--- src/hdl/tsm_pkg.sv ---
`timescale 1ns / 1ps
// ----------------------------------------------------------------------------
// tsm_pkg
// shared types and constants for the two-way sorted merge block
// ----------------------------------------------------------------------------
package tsm_pkg;

    localparam int DATA_W          = 32;
    localparam int LIST_DEPTH_DEF  = 32;

    // command codes
    localparam logic [1:0] OP_APPEND_A = 2'd0;
    localparam logic [1:0] OP_APPEND_B = 2'd1;
    localparam logic [1:0] OP_MERGE    = 2'd2;

    typedef struct packed {
        logic [1:0]               opcode;
        logic signed [DATA_W-1:0] value;
    } t_in;

    typedef struct packed {
        logic signed [DATA_W-1:0] merged_value;
        logic                     last;
        logic                     empty_res;
        logic                     overflow;
    } t_out;

    typedef enum logic [1:0] {
        ST_IDLE,
        ST_LOAD,
        ST_MERGE
    } t_state;

endpackage

--- src/hdl/tsm_list_mem.sv ---
`timescale 1ns / 1ps
// ----------------------------------------------------------------------------
// tsm_list_mem
// one list store: single write port, single registered read port
// ----------------------------------------------------------------------------
module tsm_list_mem
    import tsm_pkg::*;
#(
    parameter int DEPTH = LIST_DEPTH_DEF,
    parameter int AW    = 5
) (
    input  logic                     i_clk,
    input  logic                     i_wr_en,
    input  logic [AW-1:0]            i_wr_addr,
    input  logic signed [DATA_W-1:0] i_wr_data,
    input  logic [AW-1:0]            i_rd_addr,
    output logic signed [DATA_W-1:0] o_rd_data
);

    logic signed [DATA_W-1:0] r_mem [DEPTH];
    logic signed [DATA_W-1:0] r_rd_data;

    always_ff @(posedge i_clk) begin
        if (i_wr_en) begin
            r_mem[i_wr_addr] <= i_wr_data;
        end
    end

    always_ff @(posedge i_clk) begin
        r_rd_data <= r_mem[i_rd_addr];
    end

    assign o_rd_data = r_rd_data;

endmodule

--- src/hdl/tsm_seq.sv ---
`timescale 1ns / 1ps
// ----------------------------------------------------------------------------
// tsm_seq
// command sequencer, list counters, shared signed comparator, result register
// ----------------------------------------------------------------------------
module tsm_seq
    import tsm_pkg::*;
#(
    parameter int LIST_DEPTH = LIST_DEPTH_DEF,
    parameter int AW         = 5,
    parameter int CW         = 6
) (
    input  logic                     i_clk,
    input  logic                     i_rst_n,
    input  logic                     i_start,
    input  t_in                      i_item,
    output logic                     o_busy,
    output logic                     o_wr_en_a,
    output logic                     o_wr_en_b,
    output logic [AW-1:0]            o_wr_addr_a,
    output logic [AW-1:0]            o_wr_addr_b,
    output logic [AW-1:0]            o_rd_addr_a,
    output logic [AW-1:0]            o_rd_addr_b,
    input  logic signed [DATA_W-1:0] i_rd_a,
    input  logic signed [DATA_W-1:0] i_rd_b,
    output logic                     o_strobe,
    output t_out                     o_result
);

    t_state        r_state, n_state;
    logic [CW-1:0] r_cnt_a, n_cnt_a;
    logic [CW-1:0] r_cnt_b, n_cnt_b;
    logic [CW-1:0] r_ia, n_ia;
    logic [CW-1:0] r_ib, n_ib;
    logic          r_dropped, n_dropped;
    logic          r_strobe, n_strobe;
    t_out          r_out, n_out;

    logic          a_ok;
    logic          b_ok;
    logic          take_a;

    always_ff @(posedge i_clk) begin
        if (!i_rst_n) begin
            r_state   <= ST_IDLE;
            r_cnt_a   <= '0;
            r_cnt_b   <= '0;
            r_ia      <= '0;
            r_ib      <= '0;
            r_dropped <= 1'b0;
            r_strobe  <= 1'b0;
        end else begin
            r_state   <= n_state;
            r_cnt_a   <= n_cnt_a;
            r_cnt_b   <= n_cnt_b;
            r_ia      <= n_ia;
            r_ib      <= n_ib;
            r_dropped <= n_dropped;
            r_strobe  <= n_strobe;
        end
    end

    always_ff @(posedge i_clk) begin
        r_out <= n_out;
    end

    // comparator: list a wins on ties
    assign a_ok   = (r_ia < r_cnt_a);
    assign b_ok   = (r_ib < r_cnt_b);
    assign take_a = a_ok && (!b_ok || (i_rd_a <= i_rd_b));

    always_comb begin
        n_state   = r_state;
        n_cnt_a   = r_cnt_a;
        n_cnt_b   = r_cnt_b;
        n_ia      = r_ia;
        n_ib      = r_ib;
        n_dropped = r_dropped;
        n_strobe  = 1'b0;
        n_out     = r_out;
        o_wr_en_a = 1'b0;
        o_wr_en_b = 1'b0;

        case (r_state)
            ST_IDLE: begin
                if (i_start) begin
                    case (i_item.opcode)
                        OP_APPEND_A: begin
                            if (r_cnt_a < CW'(LIST_DEPTH)) begin
                                o_wr_en_a = 1'b1;
                                n_cnt_a   = r_cnt_a + 1'b1;
                            end else begin
                                n_dropped = 1'b1;
                            end
                        end
                        OP_APPEND_B: begin
                            if (r_cnt_b < CW'(LIST_DEPTH)) begin
                                o_wr_en_b = 1'b1;
                                n_cnt_b   = r_cnt_b + 1'b1;
                            end else begin
                                n_dropped = 1'b1;
                            end
                        end
                        OP_MERGE: begin
                            if ((r_cnt_a == '0) && (r_cnt_b == '0)) begin
                                n_strobe           = 1'b1;
                                n_out.merged_value = '0;
                                n_out.last         = 1'b1;
                                n_out.empty_res    = 1'b1;
                                n_out.overflow     = r_dropped;
                                n_dropped          = 1'b0;
                            end else begin
                                n_state = ST_LOAD;
                                n_ia    = '0;
                                n_ib    = '0;
                            end
                        end
                        default: begin
                        end
                    endcase
                end
            end
            ST_LOAD: begin
                n_state = ST_MERGE;
            end
            ST_MERGE: begin
                n_strobe           = 1'b1;
                n_out.merged_value = take_a ? i_rd_a : i_rd_b;
                n_out.empty_res    = 1'b0;
                n_out.overflow     = r_dropped;
                if (take_a) begin
                    n_ia = r_ia + 1'b1;
                end else begin
                    n_ib = r_ib + 1'b1;
                end
                n_out.last = (n_ia == r_cnt_a) && (n_ib == r_cnt_b);
                if (n_out.last) begin
                    n_state   = ST_IDLE;
                    n_cnt_a   = '0;
                    n_cnt_b   = '0;
                    n_dropped = 1'b0;
                end
            end
            default: begin
                n_state = ST_IDLE;
            end
        endcase
    end

    // read next index so data lines up with the index register
    assign o_rd_addr_a = n_ia[AW-1:0];
    assign o_rd_addr_b = n_ib[AW-1:0];
    assign o_wr_addr_a = r_cnt_a[AW-1:0];
    assign o_wr_addr_b = r_cnt_b[AW-1:0];
    assign o_busy      = (r_state != ST_IDLE);
    assign o_strobe    = r_strobe;
    assign o_result    = r_out;

endmodule

--- src/hdl/two_way_sorted_merge.sv ---
`timescale 1ns / 1ps
// ----------------------------------------------------------------------------
// two_way_sorted_merge
// merges two appended lists of signed values, list a first on ties
// ----------------------------------------------------------------------------
//  channel   ports                       handshake
//  command   start, busy, i_item         taken when start high and busy low
//  result    o_strobe, o_result          one result per strobe, no back-pressure
//
//  append transaction: busy stays low, no result
//  merge of n stored entries: busy through a load state (covering the read
//  latency), then one entry per cycle through the shared comparator; results
//  appear one per cycle, registered after each compare, the last in the first
//  cycle with busy low
//  merge with both lists empty: one result on the next cycle, busy stays low
//  reset: synchronous, active low, clears both lists, counters and the flag
//  the receiver cannot stall; results leave as they are produced
// ----------------------------------------------------------------------------
module two_way_sorted_merge
    import tsm_pkg::*;
#(
    parameter int LIST_DEPTH = LIST_DEPTH_DEF
) (
    input  logic i_clk,
    input  logic i_rst_n,
    input  logic start,
    output logic busy,
    input  t_in  i_item,
    output logic o_strobe,
    output t_out o_result
);

    // address width for the stores, count width able to hold the depth itself
    localparam int AW = (LIST_DEPTH > 1) ? $clog2(LIST_DEPTH) : 1;
    localparam int CW = $clog2(LIST_DEPTH + 1);

    logic                     wr_en_a;
    logic                     wr_en_b;
    logic [AW-1:0]            wr_addr_a;
    logic [AW-1:0]            wr_addr_b;
    logic [AW-1:0]            rd_addr_a;
    logic [AW-1:0]            rd_addr_b;
    logic signed [DATA_W-1:0] rd_a;
    logic signed [DATA_W-1:0] rd_b;

    // list a store
    tsm_list_mem #(
        .DEPTH (LIST_DEPTH),
        .AW    (AW)
    ) u_mem_a (
        .i_clk     (i_clk),
        .i_wr_en   (wr_en_a),
        .i_wr_addr (wr_addr_a),
        .i_wr_data (i_item.value),
        .i_rd_addr (rd_addr_a),
        .o_rd_data (rd_a)
    );

    // list b store
    tsm_list_mem #(
        .DEPTH (LIST_DEPTH),
        .AW    (AW)
    ) u_mem_b (
        .i_clk     (i_clk),
        .i_wr_en   (wr_en_b),
        .i_wr_addr (wr_addr_b),
        .i_wr_data (i_item.value),
        .i_rd_addr (rd_addr_b),
        .o_rd_data (rd_b)
    );

    // sequencer walks both lists, one compare and one result per cycle
    tsm_seq #(
        .LIST_DEPTH (LIST_DEPTH),
        .AW         (AW),
        .CW         (CW)
    ) u_seq (
        .i_clk       (i_clk),
        .i_rst_n     (i_rst_n),
        .i_start     (start),
        .i_item      (i_item),
        .o_busy      (busy),
        .o_wr_en_a   (wr_en_a),
        .o_wr_en_b   (wr_en_b),
        .o_wr_addr_a (wr_addr_a),
        .o_wr_addr_b (wr_addr_b),
        .o_rd_addr_a (rd_addr_a),
        .o_rd_addr_b (rd_addr_b),
        .i_rd_a      (rd_a),
        .i_rd_b      (rd_b),
        .o_strobe    (o_strobe),
        .o_result    (o_result)
    );

endmodule

--- config.mk ---
export PLATFORM = sky130hd
export DESIGN_NAME = two_way_sorted_merge
export DESIGN_NICKNAME = d
export VERILOG_FILES = /design/src/hdl/tsm_pkg.sv /design/src/hdl/tsm_list_mem.sv /design/src/hdl/tsm_seq.sv /design/src/hdl/two_way_sorted_merge.sv
export SDC_FILE = /design/constraint.sdc
export NUM_CORES = 2
export LEC_CHECK = 0
export BUFFER_PORTS_ARGS = -buffer_cell sky130_fd_sc_hd__buf_2
export CAP_MARGIN = 25
export CORE_AREA = 5 5 596 598
export CTS_CLUSTER_SIZE = 8
export DETAILED_ROUTE_END_ITERATION = 7
export DIE_AREA = 0 0 601 603
export GPL_ROUTABILITY_DRIVEN = 1
export PLACE_DENSITY = 0.41
export RECOVER_POWER = 25
export SLEW_MARGIN = 0
export SYNTH_ARGS = -nofsm -noshare
export SYNTH_HDL_FRONTEND = slang
export SYNTH_SLANG_ARGS = --single-unit
--- constraint.sdc ---
create_clock -name i_clk -period 7.59 [get_ports i_clk]
set_clock_uncertainty 0.1 [all_clocks]
set_input_delay 0.3795 -clock i_clk [delete_from_list [all_inputs] [get_ports i_clk]]
set_output_delay 0.3795 -clock i_clk [all_outputs]
set_load 0.03 [all_outputs]
Word-level counts from Yosys, hierarchy flattened:

Memory sizes are Yosys's and may differ from the RTL's. A register that Yosys moved wholly into a read port is not among the register bits.
Cells that the tools add are included.

* bits in registers: 63
* latch bits: 0
* bits in writable memories: 2048
* bits in read-only memories: 0
* input bits: 37
* output and inout port bits: 37
* memories kept: 2

* $add $sub $neg: 4
* $mul: 0
* divide/modulo/power cells: 0
* order comparisons: 5
* eq/ne operators: 19
* shift operators: 0
* muxes and demuxes: 54
* bitwise gates (word level): 0
* reductions and logical operators: 17

Memories
* u_mem_a.r_mem: words 32, bits a word 32, read ports 1, clocked after memory_dff 1, write ports 1, RTL line tsm_list_mem.sv:20 `logic signed [DATA_W-1:0] r_mem [DEPTH];`
* u_mem_b.r_mem: words 32, bits a word 32, read ports 1, clocked after memory_dff 1, write ports 1, RTL line tsm_list_mem.sv:20

Operator list (number)
* $mux W35: 3
* $mux W6: 17
* $pmux W35 S2: 1
* $pmux W6 S2: 4
* $le A32 B32 Y1: 1
* $mux W32: 1
* $add A6 B1 Y6 const B: 4
* $mux W1: 20
* $eq A6 B6 Y1: 2
* $logic_not A6 Y1: 2
* $lt A6 B6 Y1: 2
* $lt A6 B6 Y1 const B: 2
* $reduce_and A4 Y1: 3
* $ne A2 B2 Y1 const B: 5
* $reduce_and A5 Y1: 2
* $mux W2: 4
* $ne A2 B1 Y1 const B: 4
* $reduce_and A7 Y1: 1
* $ne A3 B3 Y1 const B: 2
* $pmux W2 S3: 1
* $eq A2 B1 Y1 const B: 2
* $eq A2 B2 Y1 const B: 2
* $logic_not A2 Y1: 2
* $ne A4 B4 Y1 const B: 1
* 7 further kinds: 11

Logic depth before layout (Yosys ltp):

* depth after elaboration: 10
* mapped depth: 18

By module:

From an unflattened synthesis, not the netlist that was laid out.

* cell total of the unflattened synthesis: 5092
* area, all modules: 85678.4 µm²

Modules (own cells, without submodules)
* tsm_list_mem (u_mem_a): times used 1, cells each 2260, area each 40492.6 µm², sequential area each 31390.1 µm²
* tsm_list_mem (u_mem_b): times used 1, cells each 2260, area each 40485.1 µm², sequential area each 31390.1 µm²
* tsm_seq: times used 1, cells each 572, area each 4700.8 µm², sequential area each 1611.5 µm²

Least setup slack after synthesis:

No wires, ideal clock.

* path type: flip-flop to flip-flop
* from: register u_seq.r_state[1]
* to: memory u_mem_a.r_mem[15][0] (enable)
* library setup time: 0.421 ns
* data arrival time: 3.247 ns
* data required time: 7.069 ns
* slack: 3.822 ns
* cell stages (with the launch flop): 8
* path buffers: 2
* clock period less this slack: 3.768 ns
* path through: dfxtp_1 > clkbuf_1 > or2_2 > nand2b_1 > nor3_1 > nand2_1 > clkbuf_1 > nor2_1

* word-level cells in the longest chain between the ends: 4

RTL lines
* start: declaration: RTL line tsm_seq.sv:30 `t_state r_state, n_state;`
* start signal: assignment: RTL line tsm_seq.sv:53 `r_state <= n_state;`
* $logic_not A2 Y1: RTL line tsm_seq.sv:84 `case (r_state)`
* $mux W1: RTL line tsm_seq.sv:84
* $mux W1: RTL line tsm_list_mem.sv:24 `if (i_wr_en) begin`
* $mux W1 (not written as such): RTL line tsm_list_mem.sv:25 `r_mem[i_wr_addr] <= i_wr_data;`
* end: declaration: RTL line tsm_list_mem.sv:20

No other way between the ends.

Worst setup path after layout:

* from: register u_mem_b.r_rd_data[15] (netlist: u_mem_b.o_rd_data[15]) (read register of u_mem_b.r_mem)
* to: register u_mem_a.r_rd_data[17] (netlist: u_mem_a.o_rd_data[17]) (read register of u_mem_a.r_mem)

* word-level cells in the longest chain between the ends: 6

RTL lines
* start: declaration: RTL line tsm_list_mem.sv:21 `logic signed [DATA_W-1:0] r_rd_data;`
* $le A32 B32 Y1: RTL line tsm_seq.sv:70 `assign take_a = a_ok && (!b_ok || (i_rd_a <= i_rd_b));`
* $logic_or A1 B1 Y1: RTL line tsm_seq.sv:70
* $logic_and A1 B1 Y1: RTL line tsm_seq.sv:70
* $mux W6: RTL line tsm_seq.sv:131 `if (take_a) begin`
* $mux W6: RTL line tsm_seq.sv:84
* $pmux W6 S2: RTL line tsm_seq.sv:84
* end: declaration: RTL line tsm_list_mem.sv:21

No other way between the ends. The select of a mux whose other input is x is not followed.
A chain may end at the register's enable or synchronous reset.

==> flow_metrics.py <==
metrics = {
    "clock_tree": {
        "cts_buffers": 314,
        "clk_latency_ns": 0.87,
        "cts_tree": "yes",
        "cts_setup_buffers": 0,
        "cts_max_path_buffers": 4,
        "postCtsHoldBufs": 8,
        "htreeDepth": 5,
        "clkTransAtPathRegs_ns": 0.05,
        "cts.sinks": 2175,
        "clk_root_buffer_cell": "clkbuf_16",
        "cts_resized": 0,
    },
    "synthesis": {
        "synth_nets": 5823,
        "synth.yosys.seq_area_share": 0.741,
        "synth_area_leader_cell": "edfxtp_1",
        "synth_edf_count": 2083,
        "async_flop_share": 0,
        "ys_seq_elements": 2175,
        "synth_top_area_share": 0.720,
        "yosysWarnings": 0,
        "yosysUniqueCellTypes": 81,
        "syn_area_per_cell_um2": 15.2,
        "synthCells": 5734,
        "netlist_area_um2": 86900,
        "synthFlopType": "edfxtp_1",
        "yosys-top-cells-area": "edfxtp_1 72%, mux2i_1 4.0%, a211oi_1 3.5%",
    },
    "sta": {
        "finalSetupTns_ns": 0,
        "finalMaxSlewViolations": 1629,
        "setup_viol": 0,
        "finalCritPeriodShare": 0.840,
        "hold_violations": 0,
        "rsz0062_at_grt": "no",
        "fmax_mhz": 157,
        "fin_crit_ns": 6.37,
        "relSlewSlack": -1.75,
        "whs_ns": 0.0757,
        "tightest_slew_ns": 4.12,
    },
    "setup_path": {
        "r2r_slack_ns": 1.22,
        "timing.rr.start": "u_mem_b.o_rd_data[15]$_DFF_P_",
        "crit_arrival_ns": 6.90,
        "reg2regPathDepth": 14,
        "crit_required_ns": 8.11,
        "cp-start-kind": "register",
        "reg2reg_to": "u_mem_a.o_rd_data[17]$_DFF_P_",
        "path_max_fanout": 57,
        "critPathKind": "reg -> reg",
        "cp-end-kind": "register",
    },
    "floorplanning": {
        "core_area_um2": 349000,
        "die_x_um": 601,
        "dieArea_um2": 362000,
        "rows": 217,
        "start_util": 0.249,
        "boundaryPins": 74,
        "die_h_um": 603,
    },
    "global_route": {
        "grt_max_degree": 154,
        "first_global_vias": 52200,
        "overflow": 0,
        "grt_pass1_wl_um": 412000,
        "grt_usage": 0.156,
        "antenna_found_initial": 23,
    },
    "worst_hold_path": {
        "worst_hold_startpoint": "start",
        "holdPathStages": 5,
        "whs_endpoint": "u_seq.r_state[0]$_SDFFE_PN0P_",
        "hp-class": "in -> reg",
    },
    "drt": {
        "wirelength_um": 295000,
        "wire_per_inst_um": 27.5,
        "vias": 52600,
        "drc": 0,
        "final_antenna_net_count": 0,
        "detail_route.vias_per_cell": 4.92,
        "drt_iter0_drc": 4715,
        "drt-pass1-iter-count": 5,
    },
    "layout": {
        "multiInputGateArea_um2": 21100,
        "mostFrequentLayoutCells": "2083 x edfxtp_1, 435 x nand2_1, 410 x a211oi_1, 388 x and3_1, 351 x mux2i_1",
        "fin_util": 0.296,
        "area_growth_pct": 18.6,
        "layout-drive-gt1-share": 0.131,
        "register_area_um2": 64400,
        "finalNonFillerCells": 10700,
        "final_common_cell": "edfxtp_1",
        "final_net_count": 6061,
        "nFillCells": 34800,
    },
    "flow_run": {
        "max_cap_viol_count": 25,
    },
    "pwr": {
        "finalPower_mw": 26.5,
        "p_sw_frac": 0.205,
        "p_clk_frac": 0.480,
        "p_seq_frac": 0.501,
        "internal_power_mw": 21.0,
        "pwr-share-comb": 0.019,
        "p_per_area_nw_per_um2": 257,
        "p_sw_mw": 5.43,
        "p_leak_nw": 33.0,
        "ir_drop_v": 0.000166,
    },
    "placed_design": {
        "place_congestion": 0.832,
        "dp.cells": 10200,
        "hpwl_um": 161000,
        "port_buffers": 73,
    },
    "run_status": {
        "violations": "capacitance limit, slew limit",
        "outcome": "finished with violations",
    },
}
## flip-flops by register name (all words and copies together) (netlist names)
| signal | cells |
|---|---|
| u_seq.r_dropped | 1 |
| u_mem_b.r_mem | 1024 |
| u_seq.r_ib | 6 |
| u_seq.r_cnt_a | 6 |
| u_seq.r_state | 2 |
| u_seq.r_cnt_b | 6 |
| u_mem_a.r_mem | 1024 |
| u_seq.o_strobe | 1 |
| u_mem_b.o_rd_data | 32 |
| u_seq.o_result | 35 |
| u_mem_a.o_rd_data | 32 |
| u_seq.r_ia | 6 |
## worst max-delay path, cell delays in order, from the launching register on
cell and delay [ns]:
dfxtp_1 0.48, inv_1 0.09, ha_1 0.32, nand4_1 0.20
nor4_2 0.58, o21ai_1 0.27, a31oi_4 0.32, nor4_4 0.14
o311ai_4 0.71, buf_4 0.70, and3_1 0.29, a211oi_1 0.06
a311oi_1 0.29, a21oi_1 0.21, a221oi_1 1.30
## cell type report
cell class / instances / share of cell area
tap: 4599 / 0.0558
timing repair buffer: 363 / 0.0288
sequential: 2175 / 0.625
multi-input combinational: 3061 / 0.204
clock inverter: 9 / 0.00154
inverter: 57 / 0.00208
clock buffer: 423 / 0.0825
antenna: 12 / 0.000291
## synth_stat cells, types with 25 or more instances
cell / count
dfxtp_1: 92
nand3_1: 190
o221ai_1: 33
nand2_1: 439
a211oi_1: 410
inv_1: 56
a21oi_1: 98
nor4_1: 33
nor3_1: 39
nand4_1: 101
nor2_1: 126
edfxtp_1: 2083
buf_1: 25
nor4bb_1: 31
a221oi_1: 156
clkbuf_1: 251
ha_1: 52
mux2i_1: 351
o22ai_1: 33
a311oi_1: 32
buf_2: 137
nor2b_1: 99
o21ai_0: 149
and3_1: 392
a31oi_1: 166
## routing by layer
layer	global-route usage	vias to the layer above	share of wire
li1	-	23200	-
met1	0.213	27600	0.45
met2	0.264	1358	0.48
met3	0.0197	389	0.045
met4	0.0388	0	0.025
met5	0	-	0
## through the flow
step / setup slack [ns] / area, um^2
2_1_floorplan: 3.82 / 86900
3_3_place_gp: 0.693 / 94200
3_5_place_dp: 1.42 / 94400
4_1_cts: 1.37 / 103000
5_1_grt: 1.10 / 103000
6_report: 1.22 / 103000
## power by group through the flow
stage,Sequential (mW),Combinational [mW],Clock (mW)
floorplan,13.5,0.132,0
global placement,13.5,0.507,0
detailed placement,13.5,0.514,0
CTS,13.2,0.519,13.0
global route,13.2,0.537,13.5
finish,13.3,0.502,12.7
## logic make-up after synthesis
| kind of cell | count (synthesis) | share of synthesized area |
|---|---|---|
| AOI/OAI and AO/OA | 1139 | 0.0929 |
| xor gates and xnor gates | 18 | 0.00181 |
| adders and majority gates | 52 | 0.00749 |
| buffers and inverters | 498 | 0.0249 |
| DFF | 2175 | 0.741 |
| muxes | 355 | 0.0413 |
| and+or+nand+nor | 1497 | 0.0906 |
## worst max path at each step
stage	start	end	slack, ns	cells past startpoint
2_1_floorplan	u_seq.r_state[1]$_SDFFE_PN0P_	u_mem_a.r_mem[15][0]$_DFFE_PP_	3.82	7
3_3_place_gp	u_mem_b.o_rd_data[15]$_DFF_P_	u_mem_b.o_rd_data[2]$_DFF_P_	0.69	15
3_5_place_dp	u_mem_b.o_rd_data[5]$_DFF_P_	u_mem_a.o_rd_data[27]$_DFF_P_	1.42	15
4_1_cts	u_mem_b.o_rd_data[5]$_DFF_P_	u_mem_a.o_rd_data[27]$_DFF_P_	1.37	15
5_1_grt	u_mem_b.o_rd_data[5]$_DFF_P_	u_mem_a.o_rd_data[27]$_DFF_P_	1.10	15
6_report	u_mem_b.o_rd_data[15]$_DFF_P_	u_mem_a.o_rd_data[17]$_DFF_P_	1.22	14
Note: power is estimated with default switching activity, not from simulation.
